**config.mk**
```make
export PLATFORM = sky130hd
export DESIGN_NAME = ps2_set2_scancode_decoder
export DESIGN_NICKNAME = d
export VERILOG_FILES = /design/src/rtl/core/ps2sc_pkg.sv /design/src/rtl/core/ps2sc_front.sv /design/src/rtl/core/ps2sc_queue.sv /design/src/rtl/core/ps2sc_back.sv /design/src/rtl/core/ps2_set2_scancode_decoder.sv
export SDC_FILE = /design/constraint.sdc
export NUM_CORES = 1
export LEC_CHECK = 0
export ABC_AREA = 1
export BUFFER_PORTS_ARGS = -buffer_cell sky130_fd_sc_hd__buf_2
export CAP_MARGIN = 25
export CORE_ASPECT_RATIO = 2
export CORE_UTILIZATION = 58
export CTS_BUF_LIST = sky130_fd_sc_hd__clkbuf_8 sky130_fd_sc_hd__clkbuf_16
export DETAILED_ROUTE_END_ITERATION = 8
export PLACE_DENSITY = 0.79
export SLEW_MARGIN = 0
export SYNTH_ARGS = -nofsm -noshare
export SYNTH_HDL_FRONTEND = slang
export SYNTH_HIERARCHICAL = 1
export SYNTH_SLANG_ARGS = --single-unit
```
**constraint.sdc**
```tcl
create_clock -name clk -period 2.95 [get_ports clk]
set_input_delay 0.4425 -clock clk [delete_from_list [all_inputs] [get_ports clk]]
set_output_delay 0.4425 -clock clk [all_outputs]
set_load 0.05 [all_outputs]
```
**src/rtl/core/ps2sc_pkg.sv**
```systemverilog
// Shared types, byte codes and key tables for the PS/2 set 2 scan code decoder.
// No dependencies; every other file in rtl/core refers to this package by scope.

package ps2sc_pkg;

	localparam logic [7:0] CODE_EXT     = 8'hE0;
	localparam logic [7:0] CODE_PAUSE   = 8'hE1;
	localparam logic [7:0] CODE_BREAK   = 8'hF0;
	localparam logic [7:0] CODE_PAUSE_2 = 8'h14;
	localparam logic [7:0] CODE_PAUSE_3 = 8'h77;

	localparam int QUEUE_DEPTH = 2;

	// One classified key event as it travels from the front part to the back part.
	typedef struct packed {
		logic       ext;
		logic       pause;
		logic [7:0] code;
		logic       pressed;
	} evt_t;

	// One finished result item.
	typedef struct packed {
		logic       known;
		logic       ext;
		logic       pause;
		logic [7:0] code;
		logic       pressed;
	} key_t;

	function automatic logic is_plain_key(input logic [7:0] b);
		logic hit;
		case (b) inside
			8'h01, 8'h03, 8'h04, 8'h05, 8'h06, 8'h07, 8'h09, 8'h0A, 8'h0B, 8'h0C,
			8'h0D, 8'h0E, 8'h11, 8'h12, 8'h14, 8'h15, 8'h16, 8'h1A, 8'h1B, 8'h1C,
			8'h1D, 8'h1E, 8'h21, 8'h22, 8'h23, 8'h24, 8'h25, 8'h26, 8'h29, 8'h2A,
			8'h2B, 8'h2C, 8'h2D, 8'h2E, 8'h31, 8'h32, 8'h33, 8'h34, 8'h35, 8'h36,
			8'h3A, 8'h3B, 8'h3C, 8'h3D, 8'h3E, 8'h41, 8'h42, 8'h43, 8'h44, 8'h45,
			8'h46, 8'h49, 8'h4A, 8'h4B, 8'h4C, 8'h4D, 8'h4E, 8'h52, 8'h54, 8'h55,
			8'h58, 8'h59, 8'h5A, 8'h5B, 8'h5D, 8'h66, 8'h69, 8'h6C, 8'h70, 8'h71,
			8'h72, 8'h73, 8'h74, 8'h75, 8'h76, 8'h77, 8'h78, 8'h79, 8'h7A, 8'h7B,
			8'h7C, 8'h7D, 8'h7E, 8'h83: hit = 1'b1;
			default: hit = 1'b0;
		endcase
		return hit;
	endfunction

	function automatic logic is_ext_key(input logic [7:0] b);
		logic hit;
		case (b) inside
			8'h10, 8'h11, 8'h14, 8'h15, 8'h18, 8'h1F, 8'h20, 8'h21, 8'h23, 8'h27,
			8'h28, 8'h2B, 8'h2F, 8'h30, 8'h32, 8'h34, 8'h38, 8'h3A, 8'h3B, 8'h40,
			8'h48, 8'h4A, 8'h4D, 8'h50, 8'h5A, 8'h69, 8'h6B, 8'h6C, 8'h70, 8'h71,
			8'h72, 8'h74, 8'h75, 8'h7A, 8'h7D: hit = 1'b1;
			default: hit = 1'b0;
		endcase
		return hit;
	endfunction

endpackage

```
**src/rtl/core/ps2sc_front.sv**
```systemverilog
// Front part of the scan code decoder: accepts bytes, tracks the prefix state
// and the release flag, and pushes one event per completed key. Uses ps2sc_pkg.

module ps2sc_front (
	input  logic               clk,
	input  logic               arst_n,
	input  logic               cfg_we,
	input  logic               cfg_wdata,
	input  logic               acc,
	input  logic [7:0]         rx_byte,
	output logic               push,
	output ps2sc_pkg::evt_t    evt
);

	typedef enum logic [1:0] {
		PFX_NONE,
		PFX_E0,
		PFX_E1,
		PFX_E1_14
	} pfx_t;

	logic scan_enable_q;
	pfx_t prefix_q, prefix_d;
	logic press_q, press_d;

	always_comb begin
		prefix_d    = prefix_q;
		press_d     = press_q;
		push        = 1'b0;
		evt.ext     = 1'b0;
		evt.pause   = 1'b0;
		evt.code    = rx_byte;
		evt.pressed = press_q;
		if (acc && scan_enable_q) begin
			if (rx_byte == ps2sc_pkg::CODE_EXT) begin
				prefix_d = PFX_E0;
			end else if (rx_byte == ps2sc_pkg::CODE_PAUSE) begin
				prefix_d = PFX_E1;
			end else if (rx_byte == ps2sc_pkg::CODE_BREAK) begin
				press_d = 1'b0;
			end else begin
				unique case (prefix_q)
					PFX_NONE: begin
						push = 1'b1;
					end
					PFX_E0: begin
						push     = 1'b1;
						evt.ext  = 1'b1;
						prefix_d = PFX_NONE;
					end
					PFX_E1: begin
						if (rx_byte == ps2sc_pkg::CODE_PAUSE_2) begin
							prefix_d = PFX_E1_14;
						end else begin
							prefix_d = PFX_NONE;
							press_d  = 1'b1;
						end
					end
					PFX_E1_14: begin
						prefix_d = PFX_NONE;
						if (rx_byte == ps2sc_pkg::CODE_PAUSE_3) begin
							push      = 1'b1;
							evt.pause = 1'b1;
						end else begin
							press_d = 1'b1;
						end
					end
					default: begin
						prefix_d = PFX_NONE;
					end
				endcase
				if (push) begin
					press_d = 1'b1;
				end
			end
		end
	end

	always_ff @(posedge clk or negedge arst_n) begin
		if (!arst_n) begin
			scan_enable_q <= 1'b0;
			prefix_q      <= PFX_NONE;
			press_q       <= 1'b1;
		end else begin
			if (cfg_we) begin
				scan_enable_q <= cfg_wdata;
			end
			prefix_q <= prefix_d;
			press_q  <= press_d;
		end
	end

`ifndef SYNTHESIS
	a_break_clears_press: assert property (@(posedge clk) disable iff (!arst_n)
		(acc && scan_enable_q && rx_byte == ps2sc_pkg::CODE_BREAK) |=> !press_q)
		else $error("break code did not clear the press flag");
	a_pause_event_shape: assert property (@(posedge clk) disable iff (!arst_n)
		(push && evt.pause) |-> (!evt.ext && evt.code == ps2sc_pkg::CODE_PAUSE_3))
		else $error("malformed pause event");
	a_no_push_when_off: assert property (@(posedge clk) disable iff (!arst_n)
		push |-> scan_enable_q)
		else $error("event pushed while scanning is disabled");
`endif

endmodule

```
**src/rtl/core/ps2sc_queue.sv**
```systemverilog
// Short event queue between the front and back parts of the decoder.
// Register array with read and write pointers; uses ps2sc_pkg for the entry type.

module ps2sc_queue #(
	parameter int DEPTH = ps2sc_pkg::QUEUE_DEPTH
) (
	input  logic            clk,
	input  logic            arst_n,
	input  logic            push,
	input  ps2sc_pkg::evt_t wr_data,
	input  logic            pop,
	output ps2sc_pkg::evt_t rd_data,
	output logic            full,
	output logic            empty
);

	localparam int PW = (DEPTH > 1) ? $clog2(DEPTH) : 1;
	localparam int CW = $clog2(DEPTH + 1);

	ps2sc_pkg::evt_t mem_q [DEPTH];
	logic [PW-1:0]   wr_ptr_q, rd_ptr_q;
	logic [CW-1:0]   count_q;
	logic            do_push, do_pop;

	assign full    = (count_q == CW'(DEPTH));
	assign empty   = (count_q == '0);
	assign do_push = push && !full;
	assign do_pop  = pop && !empty;
	assign rd_data = mem_q[rd_ptr_q];

	always_ff @(posedge clk) begin
		if (do_push) begin
			mem_q[wr_ptr_q] <= wr_data;
		end
	end

	always_ff @(posedge clk or negedge arst_n) begin
		if (!arst_n) begin
			wr_ptr_q <= '0;
			rd_ptr_q <= '0;
			count_q  <= '0;
		end else begin
			if (do_push) begin
				wr_ptr_q <= (wr_ptr_q == PW'(DEPTH - 1)) ? '0 : wr_ptr_q + 1'b1;
			end
			if (do_pop) begin
				rd_ptr_q <= (rd_ptr_q == PW'(DEPTH - 1)) ? '0 : rd_ptr_q + 1'b1;
			end
			if (do_push && !do_pop) begin
				count_q <= count_q + 1'b1;
			end else if (do_pop && !do_push) begin
				count_q <= count_q - 1'b1;
			end
		end
	end

`ifndef SYNTHESIS
	a_count_bound: assert property (@(posedge clk) disable iff (!arst_n)
		count_q <= CW'(DEPTH))
		else $error("queue count beyond depth");
	a_ptrs_meet_when_empty: assert property (@(posedge clk) disable iff (!arst_n)
		(empty || full) |-> (wr_ptr_q == rd_ptr_q))
		else $error("queue pointers disagree with count");
`endif

endmodule

```
**src/rtl/core/ps2sc_back.sv**
```systemverilog
// Back part of the decoder: takes events from the queue, looks the key up in the
// plain or extended table and holds the result in the output register. Uses ps2sc_pkg.

module ps2sc_back (
	input  logic            clk,
	input  logic            arst_n,
	input  logic            q_empty,
	input  ps2sc_pkg::evt_t q_data,
	output logic            q_pop,
	output logic            out_valid,
	input  logic            out_ready,
	output ps2sc_pkg::key_t out_key
);

	logic            out_valid_q;
	ps2sc_pkg::key_t out_key_q;
	ps2sc_pkg::key_t key_d;

	// The output register reloads, if the queue holds an event, whenever it is empty or being drained.
	assign q_pop = !q_empty && (!out_valid_q || out_ready);

	always_comb begin
		key_d.ext     = q_data.ext;
		key_d.pause   = q_data.pause;
		key_d.code    = q_data.code;
		key_d.pressed = q_data.pressed;
		if (q_data.pause) begin
			key_d.known = 1'b1;
		end else if (q_data.ext) begin
			key_d.known = ps2sc_pkg::is_ext_key(q_data.code);
		end else begin
			key_d.known = ps2sc_pkg::is_plain_key(q_data.code);
		end
	end

	always_ff @(posedge clk or negedge arst_n) begin
		if (!arst_n) begin
			out_valid_q <= 1'b0;
		end else if (q_pop) begin
			out_valid_q <= 1'b1;
		end else if (out_ready) begin
			out_valid_q <= 1'b0;
		end
	end

	always_ff @(posedge clk) begin
		if (q_pop) begin
			out_key_q <= key_d;
		end
	end

	assign out_valid = out_valid_q;
	assign out_key   = out_key_q;

`ifndef SYNTHESIS
	a_pause_known: assert property (@(posedge clk) disable iff (!arst_n)
		(out_valid_q && out_key_q.pause) |-> out_key_q.known)
		else $error("pause result not marked known");
	a_no_pop_on_stall: assert property (@(posedge clk) disable iff (!arst_n)
		(out_valid_q && !out_ready) |-> !q_pop)
		else $error("queue popped while the result is stalled");
`endif

endmodule

```
**src/rtl/core/ps2_set2_scancode_decoder.sv**
```systemverilog
// A completed key event is written into the event queue and from there loaded
// into the output register, where the receiver takes it.
// Throughput: one byte per cycle; the input stalls only when the output is held
// off long enough to fill the event queue (QUEUE_DEPTH entries).
// Prefix bytes, F0 and broken pause sequences produce no output transaction.
// Reset (arst_n low, asynchronous): scanning disabled, no prefix, press flag set,
// queue and output register empty.

module ps2_set2_scancode_decoder #(
	parameter int QUEUE_DEPTH = ps2sc_pkg::QUEUE_DEPTH
) (
	input  logic        clk,
	input  logic        arst_n,
	input  logic        cfg_we,
	input  logic        cfg_wdata,     // scan_enable
	input  logic        s_axis_tvalid,
	output logic        s_axis_tready,
	input  logic [7:0]  s_axis_tdata,  // [7:0] rx_byte
	output logic        m_axis_tvalid,
	input  logic        m_axis_tready,
	// [0] key_known, [1] key_extended, [2] key_pause, [10:3] make_byte,
	// [11] key_pressed, [15:12] zero
	output logic [15:0] m_axis_tdata
);

	logic            acc;
	logic            push;
	ps2sc_pkg::evt_t evt;
	ps2sc_pkg::evt_t q_data;
	logic            q_full, q_empty, q_pop;
	ps2sc_pkg::key_t out_key;

	assign s_axis_tready = !q_full;
	assign acc           = s_axis_tvalid && s_axis_tready;

	ps2sc_front u_front (
		.clk       (clk),
		.arst_n    (arst_n),
		.cfg_we    (cfg_we),
		.cfg_wdata (cfg_wdata),
		.acc       (acc),
		.rx_byte   (s_axis_tdata),
		.push      (push),
		.evt       (evt)
	);

	ps2sc_queue #(
		.DEPTH (QUEUE_DEPTH)
	) u_queue (
		.clk     (clk),
		.arst_n  (arst_n),
		.push    (push),
		.wr_data (evt),
		.pop     (q_pop),
		.rd_data (q_data),
		.full    (q_full),
		.empty   (q_empty)
	);

	ps2sc_back u_back (
		.clk       (clk),
		.arst_n    (arst_n),
		.q_empty   (q_empty),
		.q_data    (q_data),
		.q_pop     (q_pop),
		.out_valid (m_axis_tvalid),
		.out_ready (m_axis_tready),
		.out_key   (out_key)
	);

	assign m_axis_tdata = {4'b0000, out_key.pressed, out_key.code, out_key.pause,
		out_key.ext, out_key.known};

endmodule

```
==> summary.txt <==
Timing
  • Setup violations, final: 0
  • RSZ-0062 raised after global routing: no
  • Summed negative setup slack over all endpoints: 0 ns
  • Tightest hold margin: roughly 0.37 ns
  • Max Transition Viols Final: 0
  • Achievable Freq: 406.3 MHz
  • Total count of hold-check failures in the final report: 0
  • Post-route fraction of the period consumed by the critical path: 83.43%
  • Final clock skew: between 0.006 and 0.007 ns
  • Period minus WS final: about 2.5 ns

Floorplanning
  • Die boundary height: ~96 um
  • Starting density of the core: 60.02%
  • Number of I/O pins: 32
  • Core Region: 0.004297 sq mm
  • Overall die area: between 0.004 and 0.005 sq mm
  • Site Rows: 34
  • Die width: ~49 um

Logic synthesis
  • Simple-Gate Fraction of Synth Area: about 36%
  • Syn_area_per_cell: approximately 7.5 sq um
  • Leading cell types by total area after synthesis: sky130_fd_sc_hd__edfxtp_1 40%, sky130_fd_sc_hd__nand2_1 19%, sky130_fd_sc_hd__nor2_1 8.0%, sky130_fd_sc_hd__dfrtp_1 7.8%, sky130_fd_sc_hd__inv_1 5.4%
  • Number of synthesized register bits: 43
  • Post-synthesis sequential area ratio: around 48%
  • Number of cells produced by synthesis: roughly 340
  • Post-synthesis adder-cell area fraction: less than 1%
  • Mux share of post-synthesis cell area: less than 1%
  • Largest area contributor in the netlist: sky130_fd_sc_hd__edfxtp_1
  • Compound-cell area share of the yosys netlist: under 10%
  • Cell area after technology mapping: between 0.002 and 0.003 sq mm
  • Top-area cell type share of the netlist area: just under 40%
  • Yosys warning total: 6
  • Combinational family with the most area after synthesis: simple AND/OR/NAND/NOR gates
  • Share of the synthesized netlist area taken by xor and xnor gates: less than 1%
  • Synth unique cells: 27

Routing
  • Routed wire length per instance: approximately 16 um
  • Post-detailed-route DRC marker count: 0
  • Total via count in the routed design: 2,259
  • Number of optimization iterations in the first detailed-route pass: 5
  • Antenna Nets Post-Route: 0
  • Iter 0 DRT Violations: 89
  • Number of vias per cell: roughly 5.3
  • Total wire length after detailed routing: between 6 and 7 mm

Finish
  • Leading cell type in the layout, fill and taps excluded: sky130_fd_sc_hd__nand2_1
  • Commonest cells after routing, fill and taps aside: 128 x sky130_fd_sc_hd__nand2_1, 55 x sky130_fd_sc_hd__nor2_1, 39 x sky130_fd_sc_hd__inv_1
  • Layout area overhead: 8.249%
  • Cell Count, Final, Fillers Out: around 420
  • Filler Cells Inserted: 392
  • Layout net count: 383
  • Post-layout util: about two thirds
  • Antenna Diode Count: 0
  • Share of final-layout standard cells stronger than drive strength 1: roughly 15%

Worst setup path
  • Startpoint types: register
  • Start-to-end type of the worst setup path: register to register
  • Crit path cell chain: inv_1 > nand2_1 > nand2_1 > inv_1 > nand2_1 > nor2_1 > o21ai_0 > nand3_1 > nor2_1 > nand3_1 > nand2_1 > nand2_1
  • Crit-path most repeated cell: sky130_fd_sc_hd__nand2_1
  • Highest net fanout along the worst path: 12
  • Slowest cell delay on critical path: ~0.40 ns
  • WP data required: 3.00 ns
  • Kind of end point of the critical path: register
  • Cell at the slowest stage of the critical path: sky130_fd_sc_hd__dfrtp_1
  • Data arrival time of the critical path: 2.51 ns

Clocking
  • Number of H-tree levels: 2
  • Register clock-pin slew on the reported worst setup and hold paths: ~0.080 ns
  • Clk buf depth: 2
  • Clock insertion delay at the later pin of the skew report: roughly 0.29 ns
  • Post-cts hold buffer count: 1
  • Clock Root Buffer: sky130_fd_sc_hd__clkbuf_8
  • Resize count post-CTS: 0
  • CTS tree: built
  • Clock net sink count: 43
  • Number of buffers added by the clock tree synthesis step: 5
  • Number of buffers inserted by post-CTS setup repair: 0

Global route
  • Global router's overall resource usage: between 30% and 40%
  • Antenna violations before repair: 0
  • Number of global-route vias before repair: between 2,000 and 2,500
  • Pin count of the biggest net entering global routing: 14
  • Global-route wire length before repair: 10.27 mm
  • Total congestion overflow: 0

Pwr
  • PD cells: just under 1000 mW/mm^2
  • Leakage power total: around 1.4 nW
  • Largest voltage drop on the vdd net: 0.6403 mV
  • Post-layout total power: 2.733 mW

Placed design
  • Final weighted congestion in routability-driven placement: 1.054
  • HPWL reported at the end of detailed placement: between 5 and 6 mm
  • PortBufs: 27
  • Cell count after placement: just over 400

Min path
  • Classification of the worst-slack hold path: input port to register

Job
  • Max-cap violation count: 0

Run status
  • Run status: finished clean
## kinds of logic (layout without fill, tap and decap cells)
kind of cell,Yosys count,in the layout
buf+inv,55,78
simple gates,221,221
xor+xnor,1,1
flops,43,43
compound gates,20,20
fa+ha+maj,1,1
other cells,1,4
mux,1,1
## Yosys cell counts
cell type	instances
sky130_fd_sc_hd__nand2_1	128
sky130_fd_sc_hd__nor2_1	55
sky130_fd_sc_hd__inv_1	37
sky130_fd_sc_hd__edfxtp_1	34
sky130_fd_sc_hd__buf_4	14
sky130_fd_sc_hd__nand3_1	14
sky130_fd_sc_hd__o21ai_0	14
sky130_fd_sc_hd__dfrtp_1	8
sky130_fd_sc_hd__nand4_1	7
sky130_fd_sc_hd__nor2_2	5
sky130_fd_sc_hd__a21oi_1	4
sky130_fd_sc_hd__nand2_2	4
sky130_fd_sc_hd__nor2_4	3
sky130_fd_sc_hd__buf_2	2
sky130_fd_sc_hd__inv_2	2
sky130_fd_sc_hd__conb_1	1
sky130_fd_sc_hd__dfstp_2	1
sky130_fd_sc_hd__ha_1	1
sky130_fd_sc_hd__mux2_2	1
sky130_fd_sc_hd__nand2_4	1
sky130_fd_sc_hd__nand3_2	1
sky130_fd_sc_hd__nand3b_1	1
sky130_fd_sc_hd__nor2b_1	1
sky130_fd_sc_hd__nor3_1	1
sky130_fd_sc_hd__o21ai_1	1
sky130_fd_sc_hd__o21bai_1	1
sky130_fd_sc_hd__xnor2_1	1
## path summary, 6_finish.rpt
path                             startpoint             endpoint  slack, ns  depth (start not counted)
max                        u_queue/rd_ptr_q   u_back/out_key[11]       0.49                         12
min                         s_axis_tdata[7]  u_queue/mem_q[0][8]       0.37                          1
max reg2reg                u_queue/rd_ptr_q   u_back/out_key[11]       0.49                         12
min reg2reg                 u_front/press_q      u_front/press_q       0.48                          2
max in group asynchronous            arst_n      u_front/press_q       2.17                          2
min in group asynchronous            arst_n   u_queue/count_q[0]       0.53                          2
## sequential cells by signal (all words and copies together) (netlist names)
name                   flops
u_queue/mem_q             22
u_back/out_key            12
u_front/prefix_q           2
u_queue/count_q            2
u_back/out_valid           1
u_front/press_q            1
u_front/scan_enable_q      1
u_queue/rd_ptr_q           1
u_queue/wr_ptr_q           1
## critical path: cells and delay by family, from the launching register on
| family | cells | cell delay (ns) |
|---|---|---|
| AO/OA/AOI/OAI | 1 | 0.28 |
| buffers and inverters | 2 | 0.40 |
| flip-flops | 1 | 0.40 |
| AND/OR/NAND/NOR | 9 | 1.13 |
## per-stage QoR
step	area [sq um]	setup WS, ns
after detailed placement	2700	0.5212
after global placement	2700	0.5027
final	2791	0.4887
after CTS	2791	0.5419
after floorplan	2590	0.6070
after global routing	2791	0.2174
## report_power, final
group	switching [mW]	total (mW)	internal [mW]
Sequential	0.0684	0.942	0.873
Clock	0.187	0.346	0.159
Combinational	1.12	1.44	0.325
Total	1.37	2.73	1.36
## final cells by class
class / count / area (sq um) / area share (%)
tap: 54 / 67.56 / 2.420
clock buffer: 5 / 68.82 / 2.465
sequential: 43 / 1247 / 44.69
inverter: 39 / 146.4 / 5.244
multi-input combinational: 248 / 1081 / 38.73
clock inverter: 3 / 12.51 / 0.4482
timing repair buffer: 31 / 167.7 / 6.006
## metal layers
metal / wire [um] / vias to the layer above / track usage [%]
li1: - / 1116 / -
met1: 2094 / 1031 / 26.33
met2: 3909 / 83 / 61.99
met3: 237 / 29 / 3.476
met4: 329 / 0 / 17.89
met5: 0 / - / 0
Power figures use the tool's default switching activity.
